==> src/hw/rtl/mpct_pkg.sv <==
// shared types and constants for the mouse packet cursor tracker
// used by every module of the block; depends on nothing
`default_nettype none

package mpct_pkg;

   // field widths
   localparam int RxByteWidth   = 8;
   localparam int ScreenWidth   = 12;
   localparam int CursorWidth   = 8;
   localparam int OutCoordWidth = 12;
   localparam int DeltaWidth    = 9;
   localparam int RspDataWidth  = 32;
   localparam int CsrIndexWidth = 2;

   // register reset values
   localparam logic [ScreenWidth-1:0] ScreenWidthReset  = 12'd1024;
   localparam logic [ScreenWidth-1:0] ScreenHeightReset = 12'd768;
   localparam logic [CursorWidth-1:0] CursorSizeReset   = 8'd32;

   // header bit positions
   localparam int HdrSyncBit  = 3;
   localparam int HdrXSignBit = 4;
   localparam int HdrYSignBit = 5;
   localparam int HdrLeftBit  = 0;

   // depth of the queue between front and back
   localparam int QueueDepth = 2;
   localparam int QueuePtrW  = $clog2(QueueDepth);
   localparam int QueueCntW  = $clog2(QueueDepth + 1);

   // configuration register indexes
   typedef enum logic [CsrIndexWidth-1:0] {
      REG_SCREEN_WIDTH  = 2'd0,
      REG_SCREEN_HEIGHT = 2'd1,
      REG_CURSOR_SIZE   = 2'd2
   } csr_reg_type;

   // packet byte position
   typedef enum logic [3:0] {
      POS_HEADER = 4'b0001,
      POS_X_HELD = 4'b0010,
      POS_DONE   = 4'b0100,
      POS_WAIT   = 4'b1000
   } byte_pos_type;

   // one decoded packet
   typedef struct packed {
      logic [DeltaWidth-1:0] dx;
      logic [DeltaWidth-1:0] dy;
      logic                  left_button;
   } move_type;

   // front to queue
   typedef struct packed {
      logic     valid;
      move_type move;
   } move_push_type;

endpackage

`default_nettype wire

==> src/hw/rtl/mpct_front.sv <==
// front part: accepts mouse bytes, tracks packet sync and builds moves
// depends on mpct_pkg
`default_nettype none

module mpct_front (
   input  wire logic                            clock,
   input  wire logic                            reset,
   input  wire logic                            req_tvalid,
   output logic                                 req_tready,
   input  wire logic [mpct_pkg::RxByteWidth-1:0] req_tdata,  // [7:0] rx_byte
   input  wire logic                            queue_full,
   output mpct_pkg::move_push_type              push
);

   mpct_pkg::byte_pos_type                state_ff, state_in;
   logic [mpct_pkg::RxByteWidth-1:0]      header_ff, header_in;
   logic [mpct_pkg::RxByteWidth-1:0]      x_byte_ff, x_byte_in;
   logic                                  accept;

   // a byte is taken whenever the queue has room
   assign req_tready = !queue_full;
   assign accept     = req_tvalid && req_tready;

   // packet sync
   always_comb begin
      state_in   = state_ff;
      header_in  = header_ff;
      x_byte_in  = x_byte_ff;
      push.valid = 1'b0;
      // move payload from the held bytes and the current y byte
      push.move.dx          = {header_ff[mpct_pkg::HdrXSignBit], x_byte_ff};
      push.move.dy          = {header_ff[mpct_pkg::HdrYSignBit], req_tdata};
      push.move.left_button = header_ff[mpct_pkg::HdrLeftBit];
      if (accept) begin
         if (req_tdata[mpct_pkg::HdrSyncBit]) begin
            header_in = req_tdata;
            state_in  = mpct_pkg::POS_HEADER;
         end else begin
            case (state_ff)
               mpct_pkg::POS_HEADER: begin
                  x_byte_in = req_tdata;
                  state_in  = mpct_pkg::POS_X_HELD;
               end
               mpct_pkg::POS_X_HELD: begin
                  state_in   = mpct_pkg::POS_DONE;
                  push.valid = 1'b1;
               end
               default: begin
                  state_in = mpct_pkg::POS_WAIT;
               end
            endcase
         end
      end
   end

   always_ff @(posedge clock) begin
      if (reset) begin
         state_ff  <= mpct_pkg::POS_HEADER;
         header_ff <= '0;
         x_byte_ff <= '0;
      end else begin
         state_ff  <= state_in;
         header_ff <= header_in;
         x_byte_ff <= x_byte_in;
      end
   end

   // a move leaves only on an accepted y byte
   assert property (@(posedge clock) disable iff (reset)
      push.valid |-> (accept && !req_tdata[mpct_pkg::HdrSyncBit]))
      else $error("move pushed without an accepted y byte");

   // a header always resyncs the packet
   assert property (@(posedge clock) disable iff (reset)
      (accept && req_tdata[mpct_pkg::HdrSyncBit]) |=> (state_ff == mpct_pkg::POS_HEADER))
      else $error("header did not restart the packet");

   // a push is never made into a full queue
   assert property (@(posedge clock) disable iff (reset)
      push.valid |-> !queue_full)
      else $error("push into full queue");

endmodule

`default_nettype wire

==> src/hw/rtl/mpct_queue.sv <==
// short queue of decoded moves between front and back
// depends on mpct_pkg
`default_nettype none

module mpct_queue (
   input  wire logic                   clock,
   input  wire logic                   reset,
   input  wire mpct_pkg::move_push_type push,
   output logic                        full,
   output logic                        head_valid,
   output mpct_pkg::move_type          head,
   input  wire logic                   pop
);

   mpct_pkg::move_type                 slots_ff [mpct_pkg::QueueDepth];
   logic [mpct_pkg::QueuePtrW-1:0]     wr_ptr_ff, wr_ptr_in;
   logic [mpct_pkg::QueuePtrW-1:0]     rd_ptr_ff, rd_ptr_in;
   logic [mpct_pkg::QueueCntW-1:0]     count_ff, count_in;

   assign full       = (count_ff == mpct_pkg::QueueCntW'(mpct_pkg::QueueDepth));
   assign head_valid = (count_ff != '0);
   assign head       = slots_ff[rd_ptr_ff];

   // pointer and count update
   always_comb begin
      wr_ptr_in = wr_ptr_ff;
      rd_ptr_in = rd_ptr_ff;
      count_in  = count_ff;
      if (push.valid) begin
         wr_ptr_in = wr_ptr_ff + 1'b1;
      end
      if (pop) begin
         rd_ptr_in = rd_ptr_ff + 1'b1;
      end
      if (push.valid && !pop) begin
         count_in = count_ff + 1'b1;
      end else if (pop && !push.valid) begin
         count_in = count_ff - 1'b1;
      end
   end

   always_ff @(posedge clock) begin
      if (reset) begin
         wr_ptr_ff <= '0;
         rd_ptr_ff <= '0;
         count_ff  <= '0;
      end else begin
         wr_ptr_ff <= wr_ptr_in;
         rd_ptr_ff <= rd_ptr_in;
         count_ff  <= count_in;
      end
   end

   // slot storage
   always_ff @(posedge clock) begin
      if (push.valid) begin
         slots_ff[wr_ptr_ff] <= push.move;
      end
   end

   // occupancy stays within the depth
   assert property (@(posedge clock) disable iff (reset)
      count_ff <= mpct_pkg::QueueCntW'(mpct_pkg::QueueDepth))
      else $error("queue count beyond depth");

   // never pop an empty queue
   assert property (@(posedge clock) disable iff (reset)
      pop |-> head_valid)
      else $error("pop from empty queue");

   // count goes up on a push without a pop
   assert property (@(posedge clock) disable iff (reset)
      (push.valid && !pop) |=> (count_ff == $past(count_ff) + 1'b1))
      else $error("queue count missed a push");

endmodule

`default_nettype wire

==> src/hw/rtl/mpct_back.sv <==
// back part: applies moves to the cursor, clamps to screen and holds the result
// depends on mpct_pkg
`default_nettype none

module mpct_back #(
   parameter int COORD_WIDTH = 12
) (
   input  wire logic                             clock,
   input  wire logic                             reset,
   input  wire logic                             head_valid,
   input  wire mpct_pkg::move_type               head,
   output logic                                  pop,
   input  wire logic [mpct_pkg::ScreenWidth-1:0] screen_width,
   input  wire logic [mpct_pkg::ScreenWidth-1:0] screen_height,
   input  wire logic [mpct_pkg::CursorWidth-1:0] cursor_size,
   output logic                                  rsp_tvalid,
   input  wire logic                             rsp_tready,
   output logic [mpct_pkg::RspDataWidth-1:0]     rsp_tdata
);

   localparam int CalcW = ((COORD_WIDTH > mpct_pkg::ScreenWidth) ?
                           COORD_WIDTH : mpct_pkg::ScreenWidth) + 2;

   logic [COORD_WIDTH-1:0]               pos_x_ff, pos_x_in;
   logic [COORD_WIDTH-1:0]               pos_y_ff, pos_y_in;
   logic                                 rsp_valid_ff, rsp_valid_in;
   logic [mpct_pkg::RspDataWidth-1:0]    rsp_data_ff, rsp_data_in;
   logic signed [CalcW-1:0]              bound_x, bound_y;
   logic signed [CalcW-1:0]              move_x, move_y;
   logic signed [CalcW-1:0]              clamp_x, clamp_y;
   logic [CalcW-1:0]                     wide_x, wide_y;

   // add a move and clamp into 0 .. bound
   function automatic logic signed [CalcW-1:0] clamp_move(
      input logic [COORD_WIDTH-1:0] pos,
      input logic signed [CalcW-1:0] move,
      input logic signed [CalcW-1:0] bound
   );
      logic signed [CalcW-1:0] sum;
      logic signed [CalcW-1:0] lim;
      sum = $signed(CalcW'(pos)) + move;
      lim = (bound < 0) ? '0 : bound;
      if (sum < 0) begin
         sum = '0;
      end
      if (sum > lim) begin
         sum = lim;
      end
      return sum;
   endfunction

   // bounds and signed moves; y goes against the mouse
   assign bound_x = $signed(CalcW'(screen_width)) - $signed(CalcW'(cursor_size));
   assign bound_y = $signed(CalcW'(screen_height)) - $signed(CalcW'(cursor_size));
   assign move_x  = CalcW'($signed(head.dx));
   assign move_y  = -CalcW'($signed(head.dy));
   assign clamp_x = clamp_move(pos_x_ff, move_x, bound_x);
   assign clamp_y = clamp_move(pos_y_ff, move_y, bound_y);

   // take the next move when the output slot frees up
   assign pop = head_valid && (!rsp_valid_ff || rsp_tready);

   assign wide_x = CalcW'(pos_x_in);
   assign wide_y = CalcW'(pos_y_in);

   always_comb begin
      pos_x_in     = pos_x_ff;
      pos_y_in     = pos_y_ff;
      rsp_valid_in = rsp_valid_ff && !rsp_tready;
      rsp_data_in  = rsp_data_ff;
      if (pop) begin
         pos_x_in     = clamp_x[COORD_WIDTH-1:0];
         pos_y_in     = clamp_y[COORD_WIDTH-1:0];
         rsp_valid_in = 1'b1;
         rsp_data_in  = mpct_pkg::RspDataWidth'({head.left_button,
                                                 wide_y[mpct_pkg::OutCoordWidth-1:0],
                                                 wide_x[mpct_pkg::OutCoordWidth-1:0]});
      end
   end

   always_ff @(posedge clock) begin
      if (reset) begin
         pos_x_ff     <= '0;
         pos_y_ff     <= '0;
         rsp_valid_ff <= 1'b0;
      end else begin
         pos_x_ff     <= pos_x_in;
         pos_y_ff     <= pos_y_in;
         rsp_valid_ff <= rsp_valid_in;
      end
   end

   always_ff @(posedge clock) begin
      rsp_data_ff <= rsp_data_in;
   end

   assign rsp_tvalid = rsp_valid_ff;
   assign rsp_tdata  = rsp_data_ff;

   // a move is taken only into a free or draining output slot
   assert property (@(posedge clock) disable iff (reset)
      pop |-> (!rsp_valid_ff || rsp_tready))
      else $error("move taken over a waiting result");

   // the cursor moves only when a move is applied
   assert property (@(posedge clock) disable iff (reset)
      !pop |=> ($stable(pos_x_ff) && $stable(pos_y_ff)))
      else $error("cursor moved without a packet");

   // every applied move shows up as a result
   assert property (@(posedge clock) disable iff (reset)
      pop |=> rsp_valid_ff)
      else $error("applied move produced no result");

endmodule

`default_nettype wire

==> src/hw/rtl/mouse_packet_cursor_tracker.sv <==
// top level of the mouse packet cursor tracker: config registers and the
// front, queue and back parts; depends on mpct_pkg, mpct_front, mpct_queue, mpct_back
//
//  channel  dir  handshake            payload
//  req_     in   req_tvalid/tready    tdata[7:0] rx_byte
//  rsp_     out  rsp_tvalid/tready    tdata[11:0] cursor_x, [23:12] cursor_y,
//                                     [24] left_button, [31:25] zero
//  csr_     in   csr_valid/ready      csr_index register, csr_data value
//
// one byte per cycle is accepted while the two-entry move queue has room
// the result of a packet is registered in the move queue and then in the back part's output
// register, after the combinational add and clamp of the back part
// a stalled result holds the back part; the front keeps taking bytes until
// the queue fills
// reset brings the registers to 1024 by 768 with a 32 pixel cursor at 0,0
`default_nettype none

module mouse_packet_cursor_tracker #(
   parameter int COORD_WIDTH = 12
) (
   input  wire logic                               clock,
   input  wire logic                               reset,
   input  wire logic                               req_tvalid,
   output logic                                    req_tready,
   input  wire logic [mpct_pkg::RxByteWidth-1:0]   req_tdata,  // [7:0] rx_byte
   output logic                                    rsp_tvalid,
   input  wire logic                               rsp_tready,
   // [11:0] cursor_x, [23:12] cursor_y, [24] left_button, [31:25] zero
   output logic [mpct_pkg::RspDataWidth-1:0]       rsp_tdata,
   input  wire logic                               csr_valid,
   output logic                                    csr_ready,
   input  wire logic [mpct_pkg::CsrIndexWidth-1:0] csr_index,
   input  wire logic [mpct_pkg::ScreenWidth-1:0]   csr_data
);

   logic [mpct_pkg::ScreenWidth-1:0] screen_width_ff;
   logic [mpct_pkg::ScreenWidth-1:0] screen_height_ff;
   logic [mpct_pkg::CursorWidth-1:0] cursor_size_ff;
   mpct_pkg::move_push_type          push;
   mpct_pkg::move_type               head;
   logic                             queue_full;
   logic                             head_valid;
   logic                             pop;

   // configuration writes always complete
   assign csr_ready = 1'b1;

   always_ff @(posedge clock) begin
      if (reset) begin
         screen_width_ff  <= mpct_pkg::ScreenWidthReset;
         screen_height_ff <= mpct_pkg::ScreenHeightReset;
         cursor_size_ff   <= mpct_pkg::CursorSizeReset;
      end else if (csr_valid && csr_ready) begin
         case (mpct_pkg::csr_reg_type'(csr_index))
            mpct_pkg::REG_SCREEN_WIDTH: begin
               screen_width_ff <= csr_data;
            end
            mpct_pkg::REG_SCREEN_HEIGHT: begin
               screen_height_ff <= csr_data;
            end
            mpct_pkg::REG_CURSOR_SIZE: begin
               cursor_size_ff <= csr_data[mpct_pkg::CursorWidth-1:0];
            end
            default: begin
            end
         endcase
      end
   end

   mpct_front u_front (
      .clock      (clock),
      .reset      (reset),
      .req_tvalid (req_tvalid),
      .req_tready (req_tready),
      .req_tdata  (req_tdata),
      .queue_full (queue_full),
      .push       (push)
   );

   mpct_queue u_queue (
      .clock      (clock),
      .reset      (reset),
      .push       (push),
      .full       (queue_full),
      .head_valid (head_valid),
      .head       (head),
      .pop        (pop)
   );

   mpct_back #(
      .COORD_WIDTH (COORD_WIDTH)
   ) u_back (
      .clock         (clock),
      .reset         (reset),
      .head_valid    (head_valid),
      .head          (head),
      .pop           (pop),
      .screen_width  (screen_width_ff),
      .screen_height (screen_height_ff),
      .cursor_size   (cursor_size_ff),
      .rsp_tvalid    (rsp_tvalid),
      .rsp_tready    (rsp_tready),
      .rsp_tdata     (rsp_tdata)
   );

endmodule

`default_nettype wire

==> config.mk <==
export PLATFORM = sky130hd
export DESIGN_NAME = mouse_packet_cursor_tracker
export DESIGN_NICKNAME = d
export VERILOG_FILES = /design/src/hw/rtl/mpct_pkg.sv /design/src/hw/rtl/mpct_front.sv /design/src/hw/rtl/mpct_queue.sv /design/src/hw/rtl/mpct_back.sv /design/src/hw/rtl/mouse_packet_cursor_tracker.sv
export SDC_FILE = /design/constraint.sdc
export NUM_CORES = 1
export LEC_CHECK = 0
export BUFFER_PORTS_ARGS = -buffer_cell sky130_fd_sc_hd__clkbuf_2
export CAP_MARGIN = 20
export CORE_MARGIN = 3
export CORE_UTILIZATION = 34
export DETAILED_ROUTE_END_ITERATION = 16
export SYNTH_ARGS = -nofsm -noshare
export SYNTH_HDL_FRONTEND = slang
export SYNTH_SLANG_ARGS = --single-unit
==> constraint.sdc <==
create_clock -name clock -period 5.09 [get_ports clock]
set_input_delay 0.7635 -clock clock [delete_from_list [all_inputs] [get_ports clock]]
set_output_delay 0.7635 -clock clock [all_outputs]
set_load 0.01 [all_outputs]
==> metrics <==
outcome=finished clean; min Tclk post-route=slightly below 5 ns; final setup violation count=0; Logic pwr share=49.7%; synth unique cells=between 70 and 80; internal power=3240 µW; Max IR drop VDD=between 0.3 and 0.4 mV; CTS tree=done; layout cells sized above 1=about a fifth; FF-to-FF End=u_back.rsp_tdata[12]; row cnt=56; IO Port Bufs=53; H-tree depth=4; crit-path max cell delay=0.42 ns; NetSw=2210 µW; Sink Count=137; DIE WIDTH=between 150 and 200 µm; clk_skew=roughly 0.010 ns; antenna violations before repair=0; first-pass GRT wire length=32.9 mm; Core ar.=roughly 24000 µm²; grt total ovfl=0; Storage cell area=3350 µm²; synth warn=0; setup slack, reg-to-reg=0.24 ns; synthesis-stage register bit count=around 140; critical-path cell list=buf_4 > mux2i_1 > ha_1 > and2_4 > a221oi_2 > a211oi_2 > o2111ai_2 > and3b_2 > nor2_2 > or2_2 > ha_1 > nor2b_1 > o31ai_1 > a21oi_1 > o21bai_1 > a2111o_1 > a211oi_2 > a211oi_2 > buf_4 > clkbuf_16 > mux2i_1 > nor2_1; Mapped Area=8290 µm²; largest net degree at the start of global routing=46; Clock Pin Slew Worst Setup and Hold Paths=0.06 ns; Gate Count Post-Synth=889; clk buf depth=2; GRT Total Usage=15.6%; Final nets=1055; Post-synth EDFFs=61; Async SR Flop Fraction=0%; mean post-synth cell area=9.32 µm²; Post-synth top flop=dfxtp_1; Setup CP Type=register to register; Tcrit/Tclk final=95.3%; area taken by multi-input logic gates=4780 µm²; antenna-violating nets left=0; Worst Tran Pin Value=0.994 ns; initial drt markers=461; DRC viols=0; Root Driver=clkbuf_16; worst setup margin=0.237 ns; Sw Share=just over 40%; First-pass DRT Iterations=5; Leak=0.00399 µW; HPWL Detailed=15.1 mm; initial core utilization=35.0%; reg2reg path depth=22; crit path capture=u_back.rsp_tdata[12]; number of global-route vias before repair=approximately 6500; Max FO, Critical Path=6; synthesis-to-layout area growth=18.0%; final wirelength=20.3 mm; CP dominant cell by count=a211oi_2; n_diodes=0; most frequent cells in the layout=nand2_1, nor2_1, dfxtp_1, ha_1; Via density=5.07; Worst Setup Start Kind=register; vias=between 6000 and 7000; cell area after layout=between 9000 and 10000 µm²; filler cell count=2403; crit path max-delay cell type=a2111o_1; worst min path class=register to register; max_cap viols=0; worst skew pair latency=about 0.42 ns; Slew Viols, Final=0; Peak Freq=0.206 GHz; Worst EP required=5.26 ns; CTS buffer count=17; pwr dens=557 nW/µm²; Clk pwr share=21.8%; post-synthesis sequential area ratio=40.5%; GPL Wtd Cong=0.879; DP Worst Slack=0.0228 ns; Setup crit end kind=register; per-cell routed wire length=15.7 µm; Hold Vio Cnt, Final=0; placed cell area=8970 µm²; max_slew headroom=between 30% and 40%; I/O pin count=62; commonest non-fill, non-tap cell in the layout=nand2_1; full die area=26300 µm²; critical path data arrival time=5.02 ns; Die Y=162 µm; Seq pwr share=28.5%
-- synthesized netlist by cell type (16+ instances only) --
cell | count | area (µm²)
nand2_1 | 113 | 424
edfxtp_1 | 61 | 1830
a211oi_1 | 16 | 120
xnor2_1 | 22 | 193
nand3_1 | 20 | 100
inv_1 | 42 | 158
a21oi_1 | 61 | 305
mux2i_1 | 38 | 380
nor2_1 | 80 | 300
nor3_1 | 24 | 120
clkbuf_1 | 22 | 82.6
ha_1 | 65 | 813
o21ai_0 | 37 | 185
dfxtp_1 | 76 | 1520
-- routing by layer --
layer  GRT usage, %  routed length (µm)  up-vias
met4           4.73                 422        0
met2           26.0                9480       88
li1               -                   -     3337
met1           20.2                9820     3090
met5              0                   0        -
met3           3.52                 591       27
-- registers in the layout (all words and copies together) (netlist names), named ones only --
name	cells
u_queue.rd_ptr_ff	1
u_front.x_byte_ff	7
cursor_size_ff	8
u_back.rsp_tvalid	1
u_queue.wr_ptr_ff	1
u_back.rsp_tdata	25
screen_width_ff	12
u_front.header_ff	3
u_queue.count_ff	2
u_back.pos_y_ff	12
u_queue.slots_ff	36
u_front.state_ff	4
u_back.pos_x_ff	12
screen_height_ff	12
-- layout make-up --
type / instances / area share [%]
multi-input combinational: 677 / 48.9
sequential: 137 / 34.3
inverter: 43 / 1.65
timing repair buffer: 83 / 5.32
clock inverter: 12 / 1.19
clock buffer: 20 / 4.57
tap: 319 / 4.08
-- power by group through the flow --
stage / Sequential (µW) / Clock (µW) / Combinational (µW)
CTS: 1560 / 1210 / 2460
global placement: 1580 / 0 / 2410
finish: 1550 / 1190 / 2710
global route: 1580 / 1260 / 3000
detailed placement: 1580 / 0 / 2440
floorplan: 1590 / 0 / 1760
-- critical path, delay by kind of cell, from the launching register on --
kind | cells | cell delay (ns)
buf+inv | 3 | 0.51
mux | 2 | 0.46
fa+ha+maj | 2 | 0.51
simple gates | 6 | 1.08
compound gates | 9 | 1.64
flops | 1 | 0.39
-- stage by stage --
step	util [%]	hold WS (ns)	cells	total power [µW]	setup TNS, ns
after floorplan	-	0.425	895	3350	0
after global placement	37.9	0.445	1253	3990	0
after detailed placement	37.9	0.450	1253	4020	0
after CTS	40.3	0.458	1285	5230	0
after global routing	41.3	0.483	1291	5850	-0.248
final	41.3	0.458	1291	5450	0
-- worst min path at each step --
stage	to	cells past startpoint	start	slack, ns
2_1_floorplan	u_queue.slots_ff[0][10]	0	u_front.x_byte_ff[0]	0.43
5_1_grt	screen_height_ff[7]	2	screen_height_ff[7]	0.48
6_report	screen_height_ff[2]	2	screen_height_ff[2]	0.46
3_5_place_dp	u_queue.slots_ff[0][9]	0	u_front.header_ff[5]	0.45
4_1_cts	screen_height_ff[0]	2	screen_height_ff[0]	0.46
3_3_place_gp	screen_height_ff[0]	2	screen_height_ff[0]	0.45
-- cell families after synthesis --
family / share of synthesized area (%)
AOI/OAI and AO/OA: 15.5
xor gates and xnor gates: 3.49
adders and majority gates: 10.9
buffers and inverters: 4.47
DFF: 40.5
muxes: 5.95
other: 0.0906
and+or+nand+nor: 19.1
-- repair_timing --
| action | 4_1_cts | 5_1_grt |
|---|---|---|
| gates resized for setup | 2 | 41 |
| pin swaps | 0 | 6 |
| setup buffers | 0 | 4 |
| gates cloned | 0 | 2 |
| endpoints found under the setup margin | 2 | 46 |
| hold buffers | 0 | 0 |
Power figures use the tool's default switching activity.
